File: config.mk
export PLATFORM = sky130hd
export DESIGN_NAME = bbc_emit
export DESIGN_NICKNAME = d
export VERILOG_FILES = /design/src/design/bbc_pkg.sv /design/src/design/bbc_emit.sv
export SDC_FILE = /design/constraint.sdc
export NUM_CORES = 1
export LEC_CHECK = 0
export BUFFER_PORTS_ARGS = -buffer_cell sky130_fd_sc_hd__buf_2
export CORE_AREA = 2 2 332 334
export DETAILED_ROUTE_END_ITERATION = 8
export DIE_AREA = 0 0 334 336
export GPL_TIMING_DRIVEN = 0
export SLEW_MARGIN = 25
export SYNTH_ARGS = -nofsm -noshare
export SYNTH_HDL_FRONTEND = slang
export SYNTH_SLANG_ARGS = --single-unit
File: constraint.sdc
create_clock -name clock -period 23.4 [get_ports clock]
set_input_delay 4.68 -clock clock [delete_from_list [all_inputs] [get_ports clock]]
set_output_delay 4.68 -clock clock [all_outputs]
set_load 0.01 [all_outputs]
File: src/design/bbc_pkg.sv
// ----------------------------------------------------------------------------
// Bracket balance checker package
// Character codes, tracker numbering, record kinds and the types shared by
// the tracker, the record sequencer and the top level.
// ----------------------------------------------------------------------------
package bbc_pkg;

   localparam int NUM_BRACKETS = 4;
   localparam int NUM_QUOTES   = 2;

   // Fixed widths of the result fields.
   localparam int KIND_BITS      = 2;
   localparam int ID_BITS        = 3;
   localparam int OUT_POS_BITS   = 32;
   localparam int LINE_BITS      = 24;
   localparam int COL_BITS       = 16;
   localparam int OUT_DEPTH_BITS = 16;
   localparam int OUT_COUNT_BITS = 32;

   localparam int REQ_TDATA_BITS = 8;
   localparam int RSP_TDATA_BITS = OUT_POS_BITS + LINE_BITS + COL_BITS
                                   + 2 * OUT_DEPTH_BITS + 4 * OUT_COUNT_BITS;
   localparam int RSP_TUSER_BITS = KIND_BITS + ID_BITS;

   localparam logic [7:0] CH_NEWLINE   = 8'h0A;
   localparam logic [7:0] CH_BACKSLASH = 8'h5C;

   // Paren, bracket, brace, angle.
   localparam logic [7:0] OPEN_CHAR  [NUM_BRACKETS] = '{8'h28, 8'h5B, 8'h7B, 8'h3C};
   localparam logic [7:0] CLOSE_CHAR [NUM_BRACKETS] = '{8'h29, 8'h5D, 8'h7D, 8'h3E};
   // Double quote, single quote.
   localparam logic [7:0] QUOTE_CHAR [NUM_QUOTES]   = '{8'h22, 8'h27};

   localparam logic [ID_BITS-1:0] FIRST_QUOTE_ID = 3'd4;
   localparam logic [ID_BITS-1:0] LAST_TRACKER_ID = 3'd5;

   typedef enum logic [KIND_BITS-1:0] {
      KIND_UNMATCHED = 2'd0,
      KIND_UNCLOSED  = 2'd1,
      KIND_BALANCED  = 2'd2
   } bbc_kind_type;

   // What one accepted byte asks of the record sequencer.
   typedef struct packed {
      logic       valid;
      logic       closer;
      logic [1:0] closer_id;
      logic       last;
   } bbc_ctl_type;

   typedef struct packed {
      bbc_kind_type                kind;
      logic [ID_BITS-1:0]          tracker_id;
      logic [OUT_POS_BITS-1:0]     byte_position;
      logic [LINE_BITS-1:0]        line_number;
      logic [COL_BITS-1:0]         column_number;
      logic [OUT_DEPTH_BITS-1:0]   depth_now;
      logic [OUT_DEPTH_BITS-1:0]   depth_peak;
      logic [OUT_COUNT_BITS-1:0]   opens_seen;
      logic [OUT_COUNT_BITS-1:0]   closes_seen;
      logic [OUT_COUNT_BITS-1:0]   tracker_faults;
      logic [OUT_COUNT_BITS-1:0]   all_faults;
      logic                        final_record;
   } bbc_rec_type;

endpackage

File: src/design/bbc_emit.sv
// ----------------------------------------------------------------------------
// Bracket balance checker record sequencer
// Holds the state picture of the latest byte that produced records and
// sends its records through the output register, one per cycle unless stalled.
// ----------------------------------------------------------------------------
module bbc_emit #(
   parameter int POSITION_BITS = 32,
   parameter int DEPTH_BITS    = 16,
   parameter int COUNT_BITS    = 32
) (
   input  logic                                             clock,
   input  logic                                             reset,
   input  bbc_pkg::bbc_ctl_type                             ctl,
   input  logic [POSITION_BITS-1:0]                         upd_pos,
   input  logic [bbc_pkg::LINE_BITS-1:0]                    upd_line,
   input  logic [bbc_pkg::COL_BITS-1:0]                     upd_col,
   input  logic [bbc_pkg::NUM_BRACKETS-1:0][DEPTH_BITS-1:0] upd_depth,
   input  logic [bbc_pkg::NUM_BRACKETS-1:0][DEPTH_BITS-1:0] upd_peak,
   input  logic [bbc_pkg::NUM_BRACKETS-1:0][COUNT_BITS-1:0] upd_open,
   input  logic [bbc_pkg::NUM_BRACKETS-1:0][COUNT_BITS-1:0] upd_close,
   input  logic [bbc_pkg::NUM_BRACKETS-1:0][COUNT_BITS-1:0] upd_fault,
   input  logic [COUNT_BITS-1:0]                            upd_total,
   input  logic [bbc_pkg::NUM_QUOTES-1:0]                   upd_quote,
   input  logic                                             rec_ready,
   output logic                                             load_ready,
   output logic                                             rec_valid,
   output bbc_pkg::bbc_rec_type                             rec
);
   import bbc_pkg::*;

   // Sequencer control.
   logic               pend_closer_ff, pend_closer_in;
   logic               pend_sum_ff, pend_sum_in;
   logic [ID_BITS-1:0] sum_id_ff, sum_id_in;
   logic               out_valid_ff, out_valid_in;
   logic [COUNT_BITS-1:0] run_total_ff, run_total_in;

   // Held state picture.
   logic [1:0]                               closer_id_ff;
   logic [POSITION_BITS-1:0]                 pos_ff;
   logic [LINE_BITS-1:0]                     line_ff;
   logic [COL_BITS-1:0]                      col_ff;
   logic [NUM_BRACKETS-1:0][DEPTH_BITS-1:0]  depth_ff, peak_ff;
   logic [NUM_BRACKETS-1:0][COUNT_BITS-1:0]  open_ff, close_ff, fault_ff;
   logic [NUM_QUOTES-1:0]                    quote_ff;
   bbc_rec_type                              out_rec_ff, out_rec_in;

   logic                  bundle_valid, move, is_final, is_bracket, unclosed;
   logic [ID_BITS-1:0]    cur_id;
   logic [DEPTH_BITS-1:0] sel_depth, sel_peak;
   logic [COUNT_BITS-1:0] sel_open, sel_close, sel_fault, rec_fault, rec_total;
   bbc_rec_type           rec_in;

   always_comb begin
      bundle_valid = pend_closer_ff || pend_sum_ff;
      move         = bundle_valid && (!out_valid_ff || rec_ready);
      is_final     = pend_closer_ff ? !pend_sum_ff : (sum_id_ff == LAST_TRACKER_ID);
      load_ready   = !bundle_valid || (move && is_final);

      // The unmatched-closer record goes ahead of the end summaries.
      cur_id     = pend_closer_ff ? {1'b0, closer_id_ff} : sum_id_ff;
      is_bracket = (cur_id < FIRST_QUOTE_ID);
      if (is_bracket) begin
         sel_depth = depth_ff[cur_id[1:0]];
         sel_peak  = peak_ff[cur_id[1:0]];
         sel_open  = open_ff[cur_id[1:0]];
         sel_close = close_ff[cur_id[1:0]];
         sel_fault = fault_ff[cur_id[1:0]];
      end else begin
         sel_depth = DEPTH_BITS'(quote_ff[cur_id[0]]);
         sel_peak  = '0;
         sel_open  = '0;
         sel_close = '0;
         sel_fault = '0;
      end

      // An unclosed tracker adds its own fault, and the running total
      // carries it into the later summaries.
      unclosed  = !pend_closer_ff && (sel_depth != '0);
      rec_fault = (unclosed && sel_fault != '1) ? sel_fault + COUNT_BITS'(1) : sel_fault;
      rec_total = (unclosed && run_total_ff != '1) ?
                  run_total_ff + COUNT_BITS'(1) : run_total_ff;

      if (pend_closer_ff) begin
         rec_in.kind = KIND_UNMATCHED;
      end else if (unclosed) begin
         rec_in.kind = KIND_UNCLOSED;
      end else begin
         rec_in.kind = KIND_BALANCED;
      end
      rec_in.tracker_id     = cur_id;
      rec_in.byte_position  = OUT_POS_BITS'(pos_ff);
      rec_in.line_number    = line_ff;
      rec_in.column_number  = col_ff;
      rec_in.depth_now      = OUT_DEPTH_BITS'(sel_depth);
      rec_in.depth_peak     = OUT_DEPTH_BITS'(sel_peak);
      rec_in.opens_seen     = OUT_COUNT_BITS'(sel_open);
      rec_in.closes_seen    = OUT_COUNT_BITS'(sel_close);
      rec_in.tracker_faults = OUT_COUNT_BITS'(rec_fault);
      rec_in.all_faults     = OUT_COUNT_BITS'(rec_total);
      rec_in.final_record   = is_final;

      pend_closer_in = pend_closer_ff;
      pend_sum_in    = pend_sum_ff;
      sum_id_in      = sum_id_ff;
      run_total_in   = run_total_ff;
      if (ctl.valid) begin
         pend_closer_in = ctl.closer;
         pend_sum_in    = ctl.last;
         sum_id_in      = '0;
         run_total_in   = upd_total;
      end else if (move) begin
         run_total_in = rec_total;
         if (pend_closer_ff) begin
            pend_closer_in = 1'b0;
         end else if (sum_id_ff == LAST_TRACKER_ID) begin
            pend_sum_in = 1'b0;
         end else begin
            sum_id_in = sum_id_ff + ID_BITS'(1);
         end
      end

      if (move) begin
         out_valid_in = 1'b1;
         out_rec_in   = rec_in;
      end else begin
         out_valid_in = out_valid_ff && !rec_ready;
         out_rec_in   = out_rec_ff;
      end
   end

   always_ff @(posedge clock) begin
      if (reset) begin
         pend_closer_ff <= 1'b0;
         pend_sum_ff    <= 1'b0;
         sum_id_ff      <= '0;
         out_valid_ff   <= 1'b0;
      end else begin
         pend_closer_ff <= pend_closer_in;
         pend_sum_ff    <= pend_sum_in;
         sum_id_ff      <= sum_id_in;
         out_valid_ff   <= out_valid_in;
      end
   end

   always_ff @(posedge clock) begin
      run_total_ff <= run_total_in;
      out_rec_ff   <= out_rec_in;
      if (ctl.valid) begin
         closer_id_ff <= ctl.closer_id;
         pos_ff       <= upd_pos;
         line_ff      <= upd_line;
         col_ff       <= upd_col;
         depth_ff     <= upd_depth;
         peak_ff      <= upd_peak;
         open_ff      <= upd_open;
         close_ff     <= upd_close;
         fault_ff     <= upd_fault;
         quote_ff     <= upd_quote;
      end
   end

   assign rec_valid = out_valid_ff;
   assign rec       = out_rec_ff;

endmodule

Word level (Yosys, flattened, before mapping):

Index checks and enable logic that the tools add are counted.
W data, S select, Z words.

* register bits after elaboration: 864
* word-level logic and storage cells: 102

* bitwise gates (word level): 2
* $add $sub $neg: 3
* eq/ne operators: 4
* reductions and logical operators: 20
* muxes and demuxes: 28
* $lt $le $gt $ge: 3

Operator list (number)
* $mux W32: 8
* $bmux W32 S2: 3
* $add A32 B1 Y32 const B: 2
* $bmux W16 S2: 2
* $ne A32 B32 Y1 const B: 2
* $mux W16: 3
* $reduce_bool A16 Y1: 1
* $mux W1: 10
* $logic_and A1 B1 Y1: 6
* $reduce_and A3 Y1: 2
* $logic_not A1 Y1: 5
* $reduce_bool A2 Y1: 2
* $add A3 B1 Y3 const B: 1
* $eq A3 B3 Y1 const B: 1
* $logic_or A1 B1 Y1: 3
* $lt A2 B3 Y1 const B: 1
* $lt A3 B3 Y1 const B: 1
* $mux W3: 1
* $lt A1 B2 Y1 const B: 1
* $mux W2: 1
* $ne A2 B2 Y1 const B: 1
* $not A1 Y1: 2
* $reduce_or A2 Y1: 1

Depth between registers and ports, before layout:

Gate-level depths: netlist of run 1.

* depth after elaboration: 10
* mapped depth: 15

Worst setup path before layout of run 1:

OpenSTA, ideal clock, no wires.

* kind: input-to-reg
* from: input rec_ready
* to: register out_rec_ff, in the netlist rec[0] (enable)
* slack: 7.947 ns
* stages: 2
* data arrival time: 14.613 ns
* data required time: 22.560 ns
* buffers on the path: 0
* setup time: 0.840 ns
* path through: nor2b_1 nor2_1

* cells in the longest elaborated chain, start to end: 2

Ends and longest elaborated chain
* from (decl): line bbc_emit.sv:24 `input logic rec_ready,`
* $logic_or A1 B1 Y1: line bbc_emit.sv:56 `move = bundle_valid && (!out_valid_ff || rec_ready);`
* $logic_and A1 B1 Y1: line bbc_emit.sv:56
* named net move: line bbc_emit.sv:48 `logic bundle_valid, move, is_final, is_bracket, unclosed;`
* to (signal assigned): line bbc_emit.sv:148 `out_rec_ff <= out_rec_in;`
* to (decl): line bbc_emit.sv:46 `bbc_rec_type out_rec_ff, out_rec_in;`

The timed path passes the listed nets, and every way through them passes these cells.
A chain may end at the register's enable or synchronous reset.

Worst setup path in the final report of run 1:

* from: input rec_ready
* to: output load_ready

* cells in the longest elaborated chain, start to end: 4

Ends and longest elaborated chain
* $logic_or A1 B1 Y1: line bbc_emit.sv:56
* $logic_and A1 B1 Y1: line bbc_emit.sv:56
* $logic_and A1 B1 Y1: line bbc_emit.sv:58 `load_ready = !bundle_valid || (move && is_final);`
* $logic_or A1 B1 Y1: line bbc_emit.sv:58
* to (decl): line bbc_emit.sv:25 `output logic load_ready,`

No other way between the ends.

==> results.txt, run 1 <==
Clock Power Share - 0.390
PostCTS Resize Cnt - 0
synthesized area - 33000 um^2
Max IR drop VDD - 0.0675 mV
Hold WS - 412 ps
worst relative slew slack - 0.314
dpl ws - 13440 ps
area leader, netlist - edfxtp_1
fin crit share - 0.426
Main synth FF type - edfxtp_1
I/O pin total - 866
Final Worst Setup Slack - 13440 ps
Pre-antenna DRT Iters - 5
Core Util, Final - 0.394
P_leak - 0.0159 uW
flops & latches, synth - 864
first-pass GRT wire length - 143 mm
vias per cell - 4.72
register area share after synthesis - 0.784
WL per Instance - 24.2 um
Area contributors post-synth - edfxtp_1, mux4_2, and2_1
initial antenna violation count - 54
Final HPWL DP - 80.2 mm
most frequent cell after synthesis - edfxtp_1
Synth Area per Inst - 18.6 um^2
syn_nets - 2410
Clock Path Buffers - 3
Clock transition at path regs - 60 ps
CTS tree - done
vias - 20200
Setup violations, final - 0
global route total overflow - 0
GRT Total Usage - 0.179
Setup crit end kind - output pin
Initial Util - 0.305
TNS Setup - 0 ps
port bufs - 865
DIE AREA - 112000 um^2
drt total wl - 103 mm
Syn-to-layout area delta - 29.2%
Yosys top cell area share - 0.780
Max Slew Vio Count - 0
Die Height - 336 um
Final Skew - 30.8 ps
switching power - 847 uW
synth cell count leaders - edfxtp_1, nand2_1, and2_1
min cycle time layout - 9960 ps
clock tree sinks - 864
antenna viol nets, final - 0
switch share - 0.230
Iteration-0 DRC Markers - 1080
chip width - 334 um
TritonCTS Buffers - 93
Post-CTS Setup Inserts - 0
Critical Path AT - 5280 ps
cells after synthesis - 1780
Final nets - 3389
Int Power - 2830 uW
vias in the first global route - 20300
Std-Cell Rows - 121
power share of the combinational group - 0.093
Post-synth EDFFs - 858
Core ar. - 108000 um^2
register share of total power - 0.517
Setup CP Type - input pin to output pin
hold_buf cts - 0
Distinct cells, synth - 71
Crit Path Max Fanout - 3
Worst EP required - 18720 ps
Max-cap violations - 0
Worst-Margin Slew - 1030 ps
Final Wtd Congestion - 0.878
fraction of layout cells with a size suffix above 1 - 0.411
H-tree levels - 3
Critical Path Start Type - input pin
Final Hold Viols - 0
Hold Crit Class - register to register
Clk Latency, worst-skew pair - 670 ps
Yosys Warn Count - 0
RSZ-0062 raised after global routing - false
ys async rst share - 0
root buf cell - clkbuf_16
detailed-route DRC error count - 0
outcome - completed
f_max - 100 MHz
total power - 3670 uW
Cell Pwr Density - 86.1 nW/um^2
largest net degree at the start of global routing - 97
==> cells by family (layout without fill, tap and decap cells) <==
| family | after synthesis | count (layout) | share of synthesized area |
|---|---|---|---|
| xor+xnor | 25 | 25 | 0.00663 |
| simple gates | 493 | 493 | 0.0801 |
| compound gates | 143 | 143 | 0.0289 |
| flops | 864 | 864 | 0.784 |
| buf+inv | 87 | 1137 | 0.0116 |
| other cells | 0 | 29 | 0 |
| mux | 164 | 164 | 0.0874 |
| fa+ha+maj | 4 | 4 | 0.00152 |
==> sequential cells by signal, summed over array words and instances (netlist names) <==
name,flops
sum_id_ff,3
rec_valid,1
rec,238
pend_closer_ff,1
line_ff,24
col_ff,16
closer_id_ff,2
pos_ff,32
run_total_ff,32
open_ff,128
peak_ff,64
depth_ff,64
pend_sum_ff,1
quote_ff,2
close_ff,128
fault_ff,128
==> path summary, 6_finish.rpt <==
path,startpoint,cells after the start,to,slack [ps]
hold / removal,col_ff[15],0,rec[176],410
hold reg to reg,col_ff[15],0,rec[176],410
setup / recovery,rec_ready,4,load_ready,13440
setup reg to reg,pend_closer_ff,12,rec[50],17400
==> cell type report <==
cell class,instances,area [um^2]
fill,10200,65700
sequential,864,25900
multi-input combinational,829,6790
buffer,74,344
clock buffer,121,2460
clock inverter,45,478
inverter,13,50.0
antenna,29,72.6
timing repair buffer,884,4800
tap,1414,1770
==> layer usage <==
layer / vias to the layer above / GRT usage / part of all wire
li1: 9098 / - / -
met1: 9897 / 0.206 / 0.37
met2: 887 / 0.309 / 0.50
met3: 256 / 0.0550 / 0.085
met4: 48 / 0.0775 / 0.040
met5: - / 0 / 0.0031
==> placed cells by master (no fill, tap or decap), drive strengths merged, types with 7 or more instances in the layout <==
cell type / n
mux2i: 60
a31oi: 37
nor4: 16
xor2: 16
bufinv: 7
or3: 18
nand2b: 12
clkinv: 36
nand3: 33
nor2: 63
buf: 909
or4: 15
and4: 7
a21oi: 16
or2: 10
diode: 29
mux4: 98
xnor2: 9
and2: 106
nor3: 18
nand4: 19
inv: 14
o21ai: 33
o31ai: 11
nand2: 133
nor2b: 9
clkbuf: 170
edfxtp: 858
and3: 24
==> power by group through the flow <==
stage          Clock [uW]  Sequential [uW]  Combinational (uW)
2_1_floorplan           0             1940                 142
3_3_place_gp            0             1970                 332
3_5_place_dp            0             1930                 350
4_1_cts              1470             1900                 351
5_1_grt              1530             1910                 374
6_report             1430             1900                 342
==> metrics by stage <==
stage / cells / cell area (um^2)
final: 4273 / 42700
after global placement: 4059 / 39100
after global routing: 4259 / 42600
after floorplan: 1780 / 33000
after CTS: 4244 / 42600
after detailed placement: 4078 / 39600
==> critical path: stages <==
cell and delay [ps]:
buf_2 110, nand2b_1 170, a21o_1 160, buf_2 150
Note: power is estimated with default switching activity, not from simulation.
==> inputs of run 2 (changes only) <==
--- a/config.mk
+++ b/config.mk
@@ -5,10 +5,11 @@
 export SDC_FILE = /design/constraint.sdc
 export NUM_CORES = 1
 export LEC_CHECK = 0
+export ABC_AREA = 1
 export BUFFER_PORTS_ARGS = -buffer_cell sky130_fd_sc_hd__buf_2
-export CORE_AREA = 2 2 332 334
+export CORE_AREA = 2 2 333 335
 export DETAILED_ROUTE_END_ITERATION = 8
-export DIE_AREA = 0 0 334 336
+export DIE_AREA = 0 0 335 337
 export GPL_TIMING_DRIVEN = 0
 export SLEW_MARGIN = 25
 export SYNTH_ARGS = -nofsm -noshare
==> constraint.sdc (replaced) <==
create_clock -name clock -period 9.05 [get_ports clock]
set_input_delay 1.81 -clock clock [delete_from_list [all_inputs] [get_ports clock]]
set_output_delay 1.81 -clock clock [all_outputs]
set_load 0.01 [all_outputs]
==> results.txt, run 2 <==
CTS tree - done (unchanged)
Worst EP required - 7240 ps (was 18720 ps)
Final Cell Area - 44300 um^2 (was 42700 um^2)
vias per cell - 4.67 (was 4.72)
hold_sp - line_ff[18] (was col_ff[15])
most frequent cell after synthesis - edfxtp_1 (unchanged)
FF-to-FF Start - pend_closer_ff (unchanged)
Std-Cell Rows - 122 (was 121)
H-tree levels - 3 (unchanged)
Area contributors post-synth - edfxtp_1, nand2_1, nor2_1 (was edfxtp_1, mux4_2, and2_1)
area leader, netlist - edfxtp_1 (unchanged)
Largest register FFs - 238 (unchanged)
crit-path cells - buf_2 > nor2_1 > inv_1 > nand2_1 > o21ai_0 > buf_2 (was buf_2 > nand2b_1 > a21o_1 > buf_2)
Iteration-0 DRC Markers - 1922 (was 1080)
Hold WS - 400 ps (was 412 ps)
synthesized area - 34500 um^2 (was 33000 um^2)
Final Skew - 54.9 ps (was 30.8 ps)
TritonCTS Buffers - 94 (was 93)
crit-path max cell delay - 370 ps (was 170 ps)
hold_buf cts - 0 (unchanged)
Clock transition at path regs - 60 ps (about the same)
Hold Crit Class - register to register (unchanged)
Max IR drop VDD - 0.179 mV (was 0.0675 mV)
Distinct cells, synth - 38 (was 71)
Setup crit end kind - output pin (unchanged)
ys async rst share - 0 (unchanged)
Yosys Warn Count - 0 (unchanged)
antenna viol nets, final - 0 (unchanged)
most common cell after layout, fill and taps aside - buf_2 (unchanged)
DIE AREA - 113000 um^2 (was 112000 um^2)
Clock Path Buffers - 3 (unchanged)
synth cell count leaders - edfxtp_1, nand2_1, nor2_1 (was edfxtp_1, nand2_1, and2_1)
f_max - 222 MHz
Final Wtd Congestion - 0.896 (was 0.878)
WL per Instance - 22.3 um (was 24.2 um)
clock tree sinks - 864 (unchanged)
Final nets - 4414 (was 3389)
Synth Area per Inst - 12.3 um^2 (was 18.6 um^2)
global route total overflow - 0 (unchanged)
Worst-Margin Slew - 1040 ps (was 1030 ps)
I/O pin total - 866 (unchanged)
initial antenna violation count - 52 (was 54)
Worst path most repeated cell - buf_2 (unchanged)
Final HPWL DP - 90.4 mm (was 80.2 mm)
PostCTS Resize Cnt - 0 (unchanged)
fin crit share - 0.499
port bufs - 865 (unchanged)
first-pass GRT wire length - 164 mm (was 143 mm)
crit path from - rec_ready (unchanged)
vias in the first global route - 24100 (was 20300)
cells after synthesis - 2804 (was 1780)
vias - 24800 (was 20200)
Finished Layout Cells - 5313 (was 4273)
detailed-route DRC error count - 0 (unchanged)
RSZ-0062 raised after global routing - false (unchanged)
Post-CTS Setup Inserts - 0 (unchanged)
root buf cell - clkbuf_16 (unchanged)
Register Area - 25900 um^2 (unchanged)
Die Height - 337 um (was 336 um)
Crit-path slowest cell - nor2_1 (was nand2b_1)
Post-synth EDFFs - 858 (unchanged)
drt total wl - 119 mm (was 103 mm)
Critical Path Start Type - input pin (unchanged)
chip width - 335 um (was 334 um)
fraction of layout cells with a size suffix above 1 - 0.288 (was 0.411)
syn_nets - 3434 (was 2410)
largest net degree at the start of global routing - 100 (was 97)
Final Hold Viols - 0 (unchanged)
Clk Latency, worst-skew pair - 700 ps (was 670 ps)
Cell Pwr Density - 225 nW/um^2 (was 86.1 nW/um^2)
worst relative slew slack - 0.308 (was 0.314)
GRT Total Usage - 0.202 (was 0.179)
Crit Path Max Fanout - 4 (was 3)
Core ar. - 110000 um^2 (was 108000 um^2)
Pre-antenna DRT Iters - 7 (was 5)
Setup CP Type - input pin to output pin (unchanged)
number of fill cells - 10600 (was 10200)
Main synth FF type - edfxtp_1 (unchanged)
P_leak - 0.0182 uW (was 0.0159 uW)
register area share after synthesis - 0.750 (was 0.784)
min cycle time layout - 4510 ps
most frequent cells in the layout - buf_2, edfxtp_1, nand2_1 (unchanged)
outcome - completed (unchanged)
flops & latches, synth - 864 (unchanged)
Syn-to-layout area delta - 28.4% (was 29.2%)
Initial Util - 0.315 (was 0.305)
Max Slew Vio Count - 0 (unchanged)
footprint of the multi-input gates - 7270 um^2 (was 6790 um^2)
placed cell count - 5114 (was 4078)
Max-cap violations - 0 (unchanged)
dpl cell area - 41100 um^2 (was 39600 um^2)
Yosys top cell area share - 0.747 (was 0.780)
Setup violations, final - 0 (unchanged)
Critical Path AT - 2700 ps (was 5280 ps)
[run 2: critical path, delay by kind of cell]
kind,cells,cell delay (ps)
AO/OA/AOI/OAI,1,80
buffers and inverters,3,370
AND/OR/NAND/NOR,2,450
[run 2: cell type report]
class,count,area share
Antenna cell,30,0.00170
Buffer,126,0.0144
Clock buffer,105,0.0540
Clock inverter,64,0.0158
Inverter,192,0.0165
Multi-Input combinational cell,1622,0.164
Sequential cell,864,0.584
Tap cell,1426,0.0403
Timing Repair Buffer,884,0.109
[run 2: stage by stage]
| step | utilization | setup TNS (ps) | setup slack (ps) | total power, uW |
|---|---|---|---|---|
| 5_1_grt | 0.404 | 0 | 4420 | 10400 |
| 2_1_floorplan | - | 0 | 9.76 | 5570 |
| 6_report | 0.404 | 0 | 4540 | 9980 |
| 3_5_place_dp | 0.375 | 0 | 4080 | 6220 |
| 4_1_cts | 0.403 | 0 | 4530 | 10100 |
| 3_3_place_gp | 0.371 | -2847040 | -5580 | 6240 |
[run 2: path summary, 6_finish.rpt]
| kind | endpoint | slack [ps] | depth (start not counted) |
|---|---|---|---|
| setup / recovery | load_ready | 4540 | 6 |
| hold / removal | rec[195] | 400 | 0 |
| setup reg to reg | rec[45] | 4940 | 15 |
| hold reg to reg | rec[195] | 400 | 0 |
[run 2: cells by family (layout without fill, tap and decap cells)]
group / Yosys count / in the layout / share of synthesized area
AOI/OAI and AO/OA: 291 / 291 / 0.0434
DFF: 864 / 864 / 0.750
and+or+nand+nor: 1284 / 1284 / 0.154
other: 0 / 30 / 0
buffers and inverters: 318 / 1371 / 0.0396
xor gates and xnor gates: 43 / 43 / 0.0109
adders and majority gates: 4 / 4 / 0.00145
[run 2: routing by layer]
metal  track usage  share of wire  vias to the layer above
met4        0.0718          0.029                       36
li1              -              -                    11700
met3        0.0527          0.087                      212
met1         0.247           0.39                    11800
met2         0.344           0.49                     1073
met5             0         0.0019                        -
[run 2: power by group]
part           switching [uW]  leakage [uW]  internal [uW]
Combinational             774       0.00825            404
Clock                    1680       0.00151           2180
Sequential                111       0.00839           4830
